--- src/rtl/cbd_pkg.sv ---
// ----------------------------------------------------------------------------
// Code 128 set B decoder package
// Shared types, symbol table and codes for the module-stream decoder.
// ----------------------------------------------------------------------------
package cbd_pkg;

   localparam int SYM_COUNT   = 106;
   localparam int SYM_MODULES = 11;

   typedef logic [1:0]  code_set_type;
   typedef logic [10:0] sym_pat_type;
   typedef logic [23:0] sym_runs_type;   // six run widths, one per nibble
   typedef logic [6:0]  sym_value_type;

   localparam code_set_type  CODE_SET_B    = 2'd1;
   localparam sym_value_type START_B_VALUE = 7'd104;
   localparam logic [7:0]    ASCII_OFFSET  = 8'd32;
   localparam sym_runs_type  STOP_HEAD_RUNS = 24'h233111;

   // Run widths of every symbol value, first bar in the highest nibble
   localparam sym_runs_type SYM_RUNS [SYM_COUNT] = '{
      24'h212222, 24'h222122, 24'h222221, 24'h121223, 24'h121322, 24'h131222,
      24'h122213, 24'h122312, 24'h132212, 24'h221213, 24'h221312, 24'h231212,
      24'h112232, 24'h122132, 24'h122231, 24'h113222, 24'h123122, 24'h123221,
      24'h223211, 24'h221132, 24'h221231, 24'h213212, 24'h223112, 24'h312131,
      24'h311222, 24'h321122, 24'h321221, 24'h312212, 24'h322112, 24'h322211,
      24'h212123, 24'h212321, 24'h232121, 24'h111323, 24'h131123, 24'h131321,
      24'h112313, 24'h132113, 24'h132311, 24'h211313, 24'h231113, 24'h231311,
      24'h112133, 24'h112331, 24'h132131, 24'h113123, 24'h113321, 24'h133121,
      24'h313121, 24'h211331, 24'h231131, 24'h213113, 24'h213311, 24'h213131,
      24'h311123, 24'h311321, 24'h331121, 24'h312113, 24'h312311, 24'h332111,
      24'h314111, 24'h221411, 24'h431111, 24'h111224, 24'h111422, 24'h121124,
      24'h121421, 24'h141122, 24'h141221, 24'h112214, 24'h112412, 24'h122114,
      24'h122411, 24'h142112, 24'h142211, 24'h241211, 24'h221114, 24'h413111,
      24'h241112, 24'h134111, 24'h111242, 24'h121142, 24'h121241, 24'h114212,
      24'h124112, 24'h124211, 24'h411212, 24'h421112, 24'h421211, 24'h212141,
      24'h214121, 24'h412121, 24'h111143, 24'h111341, 24'h131141, 24'h114113,
      24'h114311, 24'h411113, 24'h411311, 24'h113141, 24'h114131, 24'h311141,
      24'h411131, 24'h211412, 24'h211214, 24'h211232
   };

   typedef enum logic [1:0] {
      PH_START,
      PH_DATA,
      PH_TAIL,
      PH_DONE
   } phase_type;

   typedef enum logic [2:0] {
      ST_DATA    = 3'd0,
      ST_CHECK   = 3'd1,
      ST_BADSET  = 3'd2,
      ST_NOSTART = 3'd3,
      ST_BADPAT  = 3'd4,
      ST_EMPTY   = 3'd5
   } status_type;

   typedef enum logic [1:0] {
      EV_DATA,
      EV_FINISH,
      EV_ERROR
   } ev_kind_type;

   typedef struct packed {
      logic func;
      logic module_bit;
   } req_type;

   typedef struct packed {
      logic [7:0] char_out;
      status_type status;
      logic       last;
   } rsp_type;

   // Classified event passed from the collector to the result stage
   typedef struct packed {
      ev_kind_type   kind;
      sym_value_type value;
      status_type    status;
   } ev_type;

   // Expand run widths into the 11-module bar-first level pattern
   function automatic sym_pat_type expand_runs(input sym_runs_type runs);
      sym_pat_type pat;
      logic        level;
      logic [3:0]  width;
      pat   = '0;
      level = 1'b1;
      for (int k = 0; k < 6; k++) begin
         width = runs[(5 - k) * 4 +: 4];
         for (int j = 0; j < 4; j++) begin
            if (4'(j) < width) begin
               pat = {pat[9:0], level};
            end
         end
         level = ~level;
      end
      return pat;
   endfunction

endpackage

--- src/rtl/cbd_queue.sv ---
// ----------------------------------------------------------------------------
// Small register queue
// First-in first-out buffer of DEPTH words (DEPTH of two or more).
// ----------------------------------------------------------------------------
module cbd_queue #(
   parameter int WIDTH = 8,
   parameter int DEPTH = 2
) (
   input  logic             clock,
   input  logic             reset,
   input  logic             push,
   output logic             full,
   input  logic [WIDTH-1:0] wdata,
   input  logic             pop,
   output logic             empty,
   output logic [WIDTH-1:0] rdata
);

   localparam int PTR_W = $clog2(DEPTH);
   localparam int CNT_W = $clog2(DEPTH + 1);

   logic [WIDTH-1:0] slot_ff [DEPTH];
   logic [PTR_W-1:0] wr_ptr_ff, wr_ptr_in;
   logic [PTR_W-1:0] rd_ptr_ff, rd_ptr_in;
   logic [CNT_W-1:0] cnt_ff, cnt_in;
   logic             do_push, do_pop;

   assign full    = (cnt_ff == CNT_W'(DEPTH));
   assign empty   = (cnt_ff == '0);
   assign do_push = push && !full;
   assign do_pop  = pop && !empty;
   assign rdata   = slot_ff[rd_ptr_ff];

   always_comb begin
      wr_ptr_in = wr_ptr_ff;
      rd_ptr_in = rd_ptr_ff;
      cnt_in    = cnt_ff;
      if (do_push) begin
         wr_ptr_in = (wr_ptr_ff == PTR_W'(DEPTH - 1)) ? '0 : wr_ptr_ff + 1'b1;
      end
      if (do_pop) begin
         rd_ptr_in = (rd_ptr_ff == PTR_W'(DEPTH - 1)) ? '0 : rd_ptr_ff + 1'b1;
      end
      case ({do_push, do_pop})
         2'b10:   cnt_in = cnt_ff + 1'b1;
         2'b01:   cnt_in = cnt_ff - 1'b1;
         default: cnt_in = cnt_ff;
      endcase
   end

   always_ff @(posedge clock) begin
      if (reset) begin
         wr_ptr_ff <= '0;
         rd_ptr_ff <= '0;
         cnt_ff    <= '0;
      end else begin
         wr_ptr_ff <= wr_ptr_in;
         rd_ptr_ff <= rd_ptr_in;
         cnt_ff    <= cnt_in;
      end
   end

   always_ff @(posedge clock) begin
      if (do_push) begin
         slot_ff[wr_ptr_ff] <= wdata;
      end
   end

endmodule

--- src/rtl/cbd_front.sv ---
// ----------------------------------------------------------------------------
// Module collector and symbol classifier
// Gathers module bits into symbols, matches them and tracks the scan phase.
// ----------------------------------------------------------------------------
module cbd_front (
   input  logic                  clock,
   input  logic                  reset,
   input  logic                  req_push,
   input  cbd_pkg::req_type      req_word,
   input  cbd_pkg::code_set_type code_set,
   input  logic                  ev_full,
   output logic                  ev_push,
   output cbd_pkg::ev_type       ev_word
);

   import cbd_pkg::*;

   phase_type     phase_ff, phase_in;
   sym_pat_type   window_ff, window_in;
   logic [3:0]    count_ff, count_in;

   logic          accept;
   sym_pat_type   win_shift, canon;
   logic [3:0]    cnt_inc;
   logic          sym_done, tail_done, tail_ok, set_bad;
   logic          match, is_stop, is_start_b;
   sym_value_type match_idx;

   assign accept    = req_push && !ev_full;
   assign win_shift = {window_ff[9:0], req_word.module_bit};
   assign cnt_inc   = count_ff + 4'd1;
   assign sym_done  = (cnt_inc == 4'(SYM_MODULES));
   assign tail_done = (cnt_inc == 4'd2);
   assign tail_ok   = (win_shift == 11'd0) || (win_shift == 11'd3);
   assign set_bad   = (code_set != CODE_SET_B);

   // Table patterns all open with a bar; flip a space-first window
   assign canon = win_shift[10] ? win_shift : ~win_shift;

   always_comb begin
      match     = 1'b0;
      match_idx = '0;
      for (int i = 0; i < SYM_COUNT; i++) begin
         if (canon == expand_runs(SYM_RUNS[i])) begin
            match     = 1'b1;
            match_idx = match_idx | sym_value_type'(i);
         end
      end
   end

   assign is_stop    = (canon == expand_runs(STOP_HEAD_RUNS));
   assign is_start_b = match && (match_idx == START_B_VALUE);

   // Next phase
   always_comb begin
      phase_in = phase_ff;
      if (accept) begin
         if (req_word.func) begin
            phase_in = PH_START;
         end else begin
            case (phase_ff)
               PH_START: begin
                  if ((count_ff == 4'd0) && set_bad) begin
                     phase_in = PH_DONE;
                  end else if (sym_done) begin
                     phase_in = is_start_b ? PH_DATA : PH_DONE;
                  end
               end
               PH_DATA: begin
                  if (sym_done) begin
                     phase_in = is_stop ? PH_TAIL : (match ? PH_DATA : PH_DONE);
                  end
               end
               PH_TAIL: begin
                  if (tail_done) begin
                     phase_in = PH_DONE;
                  end
               end
               default: phase_in = phase_ff;
            endcase
         end
      end
   end

   // Window, count and event
   always_comb begin
      window_in = window_ff;
      count_in  = count_ff;
      ev_push   = 1'b0;
      ev_word   = '{kind: EV_ERROR, value: '0, status: ST_BADPAT};
      if (accept) begin
         if (req_word.func) begin
            window_in = '0;
            count_in  = '0;
            case (phase_ff)
               PH_START: begin
                  ev_push        = 1'b1;
                  ev_word.status = set_bad ? ST_BADSET : ST_BADPAT;
               end
               PH_DATA: begin
                  ev_push      = 1'b1;
                  ev_word.kind = EV_FINISH;
               end
               PH_TAIL: begin
                  ev_push = 1'b1;
               end
               default: ev_push = 1'b0;
            endcase
         end else begin
            case (phase_ff)
               PH_START: begin
                  if ((count_ff == 4'd0) && set_bad) begin
                     ev_push        = 1'b1;
                     ev_word.status = ST_BADSET;
                  end else begin
                     window_in = sym_done ? '0 : win_shift;
                     count_in  = sym_done ? '0 : cnt_inc;
                     if (sym_done && !is_start_b) begin
                        ev_push        = 1'b1;
                        ev_word.status = match ? ST_NOSTART : ST_BADPAT;
                     end
                  end
               end
               PH_DATA: begin
                  window_in = sym_done ? '0 : win_shift;
                  count_in  = sym_done ? '0 : cnt_inc;
                  if (sym_done && !is_stop) begin
                     ev_push = 1'b1;
                     if (match) begin
                        ev_word.kind  = EV_DATA;
                        ev_word.value = match_idx;
                     end
                  end
               end
               PH_TAIL: begin
                  window_in = win_shift;
                  count_in  = cnt_inc;
                  if (tail_done) begin
                     ev_push = 1'b1;
                     if (tail_ok) begin
                        ev_word.kind = EV_FINISH;
                     end
                  end
               end
               default: ev_push = 1'b0;
            endcase
         end
      end
   end

   always_ff @(posedge clock) begin
      if (reset) begin
         phase_ff  <= PH_START;
         window_ff <= '0;
         count_ff  <= '0;
      end else begin
         phase_ff  <= phase_in;
         window_ff <= window_in;
         count_ff  <= count_in;
      end
   end

   a_end_clears: assert property (@(posedge clock) disable iff (reset)
      (accept && req_word.func) |=> (phase_ff == PH_START) && (count_ff == 4'd0))
      else $error("end of scan did not clear the collector");

   a_count_range: assert property (@(posedge clock) disable iff (reset)
      ((phase_ff == PH_START) || (phase_ff == PH_DATA)) |-> (count_ff < 4'(SYM_MODULES)))
      else $error("symbol module count overran");

endmodule

--- src/rtl/cbd_back.sv ---
// ----------------------------------------------------------------------------
// Result stage
// Holds back one character and turns events into result words.
// ----------------------------------------------------------------------------
module cbd_back (
   input  logic             clock,
   input  logic             reset,
   input  logic             ev_empty,
   input  cbd_pkg::ev_type  ev_word,
   output logic             ev_pop,
   input  logic             rsp_full,
   output logic             rsp_push,
   output cbd_pkg::rsp_type rsp_word
);

   import cbd_pkg::*;

   logic          held_valid_ff, held_valid_in;
   sym_value_type held_value_ff, held_value_in;

   assign ev_pop = !ev_empty && !rsp_full;

   always_comb begin
      held_valid_in = held_valid_ff;
      held_value_in = held_value_ff;
      rsp_push      = 1'b0;
      rsp_word      = '{char_out: '0, status: ST_BADPAT, last: 1'b1};
      if (ev_pop) begin
         case (ev_word.kind)
            EV_DATA: begin
               // release the previous character, hold the new one
               rsp_push      = held_valid_ff;
               rsp_word      = '{char_out: {1'b0, held_value_ff} + ASCII_OFFSET,
                                 status: ST_DATA, last: 1'b0};
               held_valid_in = 1'b1;
               held_value_in = ev_word.value;
            end
            EV_FINISH: begin
               rsp_push = 1'b1;
               if (held_valid_ff) begin
                  rsp_word = '{char_out: {1'b0, held_value_ff}, status: ST_CHECK,
                               last: 1'b1};
               end else begin
                  rsp_word = '{char_out: '0, status: ST_EMPTY, last: 1'b1};
               end
               held_valid_in = 1'b0;
               held_value_in = '0;
            end
            EV_ERROR: begin
               rsp_push      = 1'b1;
               rsp_word      = '{char_out: '0, status: ev_word.status, last: 1'b1};
               held_valid_in = 1'b0;
               held_value_in = '0;
            end
            default: rsp_push = 1'b0;
         endcase
      end
   end

   always_ff @(posedge clock) begin
      if (reset) begin
         held_valid_ff <= 1'b0;
         held_value_ff <= '0;
      end else begin
         held_valid_ff <= held_valid_in;
         held_value_ff <= held_value_in;
      end
   end

   a_hold_data: assert property (@(posedge clock) disable iff (reset)
      (ev_pop && (ev_word.kind == EV_DATA)) |=> held_valid_ff)
      else $error("data symbol was not held");

   a_drop_on_end: assert property (@(posedge clock) disable iff (reset)
      (ev_pop && (ev_word.kind != EV_DATA)) |=> !held_valid_ff)
      else $error("held character survived end of scan");

endmodule

--- src/rtl/code128b_module_decoder.sv ---
// ----------------------------------------------------------------------------
// Code 128 set B module decoder
// Decodes a stream of barcode module bits into ASCII words.
// ----------------------------------------------------------------------------
// Flow: the edge that accepts an item writes its event into the event queue;
//   the result stage then moves the event into the output queue, from which
//   the rsp ports show it. Throughput: one item per cycle unless the event
//   queue is full; the symbol match compares all 106 patterns combinationally;
//   the result stage retires one event a cycle while the rsp queue has room.
// Reset (synchronous, active high): empties both queues, returns the scan to
//   awaiting Start B and sets the code set register to B.
// ----------------------------------------------------------------------------
module code128b_module_decoder #(
   parameter int EVQ_DEPTH  = 2,
   parameter int RSPQ_DEPTH = 2
) (
   input  logic                  clock,
   input  logic                  reset,
   // module stream
   input  logic                  push,
   output logic                  full,
   input  cbd_pkg::req_type      req_data,
   // result stream
   output logic                  empty,
   input  logic                  pop,
   output cbd_pkg::rsp_type      rsp_data,
   // code set register
   input  logic                  csr_valid,
   output logic                  csr_ready,
   input  cbd_pkg::code_set_type csr_data
);

   import cbd_pkg::*;

   code_set_type code_set_ff, code_set_in;

   // front -> event queue
   logic    ev_push, ev_full;
   ev_type  ev_in_word;
   // event queue -> back
   logic    ev_pop, ev_empty;
   ev_type  ev_out_word;
   // back -> output queue
   logic    rsp_push, rsp_full;
   rsp_type rsp_in_word;

   // Takes a word on any cycle; the user must write only while idle; unenforced.
   assign csr_ready   = 1'b1;
   assign code_set_in = csr_valid ? csr_data : code_set_ff;

   always_ff @(posedge clock) begin
      if (reset) begin
         code_set_ff <= CODE_SET_B;
      end else begin
         code_set_ff <= code_set_in;
      end
   end

   // Hold off the stream whenever the event queue cannot take another word,
   // whether or not the next module would finish a symbol.
   assign full = ev_full;

   // Collect modules, match symbols, advance the scan phase.
   cbd_front u_front (
      .clock    (clock),
      .reset    (reset),
      .req_push (push),
      .req_word (req_data),
      .code_set (code_set_ff),
      .ev_full  (ev_full),
      .ev_push  (ev_push),
      .ev_word  (ev_in_word)
   );

   // Decouple classification from result formatting.
   cbd_queue #(
      .WIDTH ($bits(ev_type)),
      .DEPTH (EVQ_DEPTH)
   ) u_ev_queue (
      .clock (clock),
      .reset (reset),
      .push  (ev_push),
      .full  (ev_full),
      .wdata (ev_in_word),
      .pop   (ev_pop),
      .empty (ev_empty),
      .rdata (ev_out_word)
   );

   // Hold back one character, emit data, check, empty and error words.
   cbd_back u_back (
      .clock    (clock),
      .reset    (reset),
      .ev_empty (ev_empty),
      .ev_word  (ev_out_word),
      .ev_pop   (ev_pop),
      .rsp_full (rsp_full),
      .rsp_push (rsp_push),
      .rsp_word (rsp_in_word)
   );

   // Output queue: the stream keeps moving while a finished word waits.
   cbd_queue #(
      .WIDTH ($bits(rsp_type)),
      .DEPTH (RSPQ_DEPTH)
   ) u_rsp_queue (
      .clock (clock),
      .reset (reset),
      .push  (rsp_push),
      .full  (rsp_full),
      .wdata (rsp_in_word),
      .pop   (pop),
      .empty (empty),
      .rdata (rsp_data)
   );

endmodule

--- config.mk ---
export PLATFORM = sky130hd
export DESIGN_NAME = code128b_module_decoder
export DESIGN_NICKNAME = d
export VERILOG_FILES = /design/src/rtl/cbd_pkg.sv /design/src/rtl/cbd_queue.sv /design/src/rtl/cbd_front.sv /design/src/rtl/cbd_back.sv /design/src/rtl/code128b_module_decoder.sv
export SDC_FILE = /design/constraint.sdc
export NUM_CORES = 1
export LEC_CHECK = 0
export BUFFER_PORTS_ARGS = -buffer_cell sky130_fd_sc_hd__buf_2
export CAP_MARGIN = 10
export CELL_PAD_IN_SITES_DETAIL_PLACEMENT = 1
export CELL_PAD_IN_SITES_GLOBAL_PLACEMENT = 2
export CORE_UTILIZATION = 35
export DETAILED_ROUTE_END_ITERATION = 8
export PLACE_DENSITY = 0.81
export SETUP_SLACK_MARGIN = 0.3
export SLEW_MARGIN = 15
export SYNTH_ARGS = -nofsm -noshare
export SYNTH_HDL_FRONTEND = slang
export SYNTH_SLANG_ARGS = --single-unit
--- constraint.sdc ---
create_clock -name clock -period 3 [get_ports clock]
set_input_delay 0.15 -clock clock [delete_from_list [all_inputs] [get_ports clock]]
set_output_delay 0.15 -clock clock [all_outputs]
set_load 0.1 [all_outputs]
==> run metrics <==
Placement Cell Area 7670 um^2; core area 16100 um^2; Mapped Area 5830 um^2; maximum vdd drop 385 uV; drt wl/cell 23.9 um; critical path arrival 3.23 ns; share of post-route cells with drive strength above 1 0.483; Post-synth EDFFs 48; Gate power share 0.351; Pwr Total 0.00423 W; CTS Hold Bufs 0; setup clock skew after layout 0.00988 ns; total wire length roughly 27 mm; CP top delay family simple AND/OR/NAND/NOR gates; largest net degree at the start of global routing 39; Seq cells post-synth 84; Post-layout nets 948; post-synth net total 688; Synth Flop Type edfxtp_1; Final Critical Period 3.14 ns; Fmax achieved 318 MHz; Yosys top cell area share 0.247; share of the core filled with cells 0.576; Final setup violation count 22; r2r setup slk -0.14 ns; pre-CTS setup slack -0.491 ns; Tightest Pin Transition 0.771 ns; dominant cell by count in the synthesized netlist nor2_1; WS Path Type register to register; I/O Pins 24; DIE AREA 17200 um^2; Avg Inst Size Synth 8.78 um^2; port bufs 22; final hold vios 0; Endpoint, Worst Hold code_set_ff[0]; hold depth 2; total global routing overflow 0; row cnt 46; dominant cell type by area after synthesis edfxtp_1; violated checks negative setup slack; outcome finished, violations left; RSZ-0062 raised after global routing true; # diodes 0; P&R area growth vs syn 58.6%; via count 6664; Worst path depth 11; dominant cells by area after synthesis edfxtp_1 (25%), dfxtp_1 (12%), nor2_1 (4.6%), a21oi_1 (4.0%), nand3_1 (3.3%); clk root buf clkbuf_16; vias in the first global route 7071; Finished Cell Area 9250 um^2; DP Cell Count 1069; clock group share of total power 0.293; CTS tree built; Crit path top cell by count buf_6; Pwr Density 458 nW/um^2; Detail Placement HPWL 19.5 mm; synth warn 0; DRC violations left 0; switch share 0.391; Slowest cell on crit path or4_4; number of fill cells 1815; P_int about 0.0026 W; GRT Total Usage 0.319; clk sinks 84; Crit path required time 3.09 ns; ys async rst share 0; Worst-path clk slew ~0.07 ns; Slew HR 0.486; Reg power frac 0.356; Starting Density 0.363; r2r endpoint u_ev_queue.slot_ff[1][1]; initial antenna violation count 0; CTS Buf Count 9; Crit Reg-Reg Startpoint u_front.window_ff[9]; total of max-cap violations 0; number of H-tree levels 3; Cells after Synth 664; Setup WS post-layout -0.145 ns; P_leak 3.67 nW; HP Class input port to register; Worst setup SP type register; sequential area share after synthesis 0.371; hold wc startpoint csr_data[0]; count of final max-slew check failures 0; worst path cell trace buf_6, nand3b_1, o32ai_4, buf_4, o211ai_1, o2111ai_2, nor4_4, nand3_2, buf_6, or4_4, a21o_1; critical path's largest stage delay 0.52 ns; Worst Path Max Fanout 8; switching pwr 0.00165 W; Clock Latency Late Sink roughly 0.34 ns; Worst Setup End Kind register; library cells used by synthesis 78; Placer Congestion between 0.9 and 1; vias per cell 5.82; WP buf/inv 3; FF-to-FF path depth 11; drt pass-1 iters 5; Bufs on Longest Clock Path 2; first-pass GRT wire length 40.1 mm; Final period util 1.05; Final Non-Filler Cells 1145; die width 131 um; post-route ant nets 0; initial DRC count 382; Post-synth top cells nor2_1 (71), nand2_1 (52), edfxtp_1 (48); Die Y 131 um
-- layer usage --
metal,part of all wire,track usage
met5,0,0
met3,0.049,0.0582
met4,0.050,0.166
met2,0.51,0.583
met1,0.39,0.350
-- sequential cells by signal, summed over array words and instances (netlist names), 2 cells and up, named ones only --
name                  cells
code_set_ff               2
u_rsp_queue.cnt_ff        2
u_front.count_ff          4
u_back.held_value_ff      7
u_front.phase_ff          2
u_front.window_ff        10
u_rsp_queue.slot_ff      24
u_ev_queue.slot_ff       24
u_ev_queue.cnt_ff         2
-- metrics by stage --
step	hold WS (ns)	TNS, ns
after CTS	0.0193	-0.827
final	0.0246	-1.67
after floorplan	0.268	0
after global placement	0.356	-8.19
after global routing	0.0185	-3.14
after detailed placement	0.380	-10.29
-- worst max-delay path by stage --
stage,startpoint,end,slack (ns)
2_1_floorplan,u_front.window_ff[9],u_ev_queue.slot_ff[0][1],0.30
3_3_place_gp,u_front.window_ff[6],u_ev_queue.slot_ff[1][3],-0.47
3_5_place_dp,u_front.window_ff[6],u_ev_queue.slot_ff[1][3],-0.49
4_1_cts,u_front.window_ff[9],u_ev_queue.slot_ff[1][1],-0.15
5_1_grt,u_front.window_ff[9],u_ev_queue.slot_ff[1][1],-0.20
6_report,u_front.window_ff[9],u_ev_queue.slot_ff[1][1],-0.14
-- cell usage in the layout (no fill, tap or decap), types with 17 or more instances in the layout --
master | Yosys | layout
a21oi_1 | 47 | 42
nor2_1 | 71 | 67
buf_2 | 12 | 22
edfxtp_1 | 48 | 48
buf_6 | 5 | 17
dfxtp_1 | 36 | 25
buf_4 | 8 | 245
nand2_1 | 52 | 47
nand3_1 | 39 | 36
o21ai_0 | 26 | 19
-- timing repair --
| action | in CTS | in global routing |
|---|---|---|
| gates cloned | 1 | 0 |
| pin swaps | 22 | 34 |
| setup buffers | 25 | 34 |
| gates resized for setup | 70 | 85 |
| endpoints found under the setup margin | 66 | 62 |
-- cells by family (layout without fill, tap and decap cells) --
family	after synthesis	count (layout)	synth area share
AO/OA/AOI/OAI	176	177	0.203
XOR/XNOR	13	13	0.0195
adder cells (fa/ha/maj)	15	15	0.0322
buffers and inverters	57	321	0.0509
flip-flops	84	84	0.371
multiplexers	37	37	0.0702
other	1	1	0.000643
AND/OR/NAND/NOR	281	281	0.252
-- cell type report --
| cell class | count | area (um^2) | share of cell area |
|---|---|---|---|
| Inverter | 13 | 48.8 | 0.00528 |
| Sequential cell | 84 | 2190 | 0.237 |
| Multi-Input combinational cell | 524 | 4110 | 0.445 |
| Timing Repair Buffer | 292 | 2300 | 0.249 |
| Clock inverter | 6 | 95.1 | 0.0103 |
| Tap cell | 216 | 270 | 0.0292 |
| Clock buffer | 10 | 229 | 0.0248 |
-- power by group through the flow --
stage	Combinational (W)	Clock, W	Sequential [W]
global placement	0.00132	0	0.00150
CTS	0.00144	0.00126	0.00150
finish	0.00148	0.00124	0.00151
detailed placement	0.00138	0	0.00152
floorplan	0.00108	0	0.00147
global route	0.00158	0.00130	0.00152
Note: power is estimated with default switching activity, not from simulation.
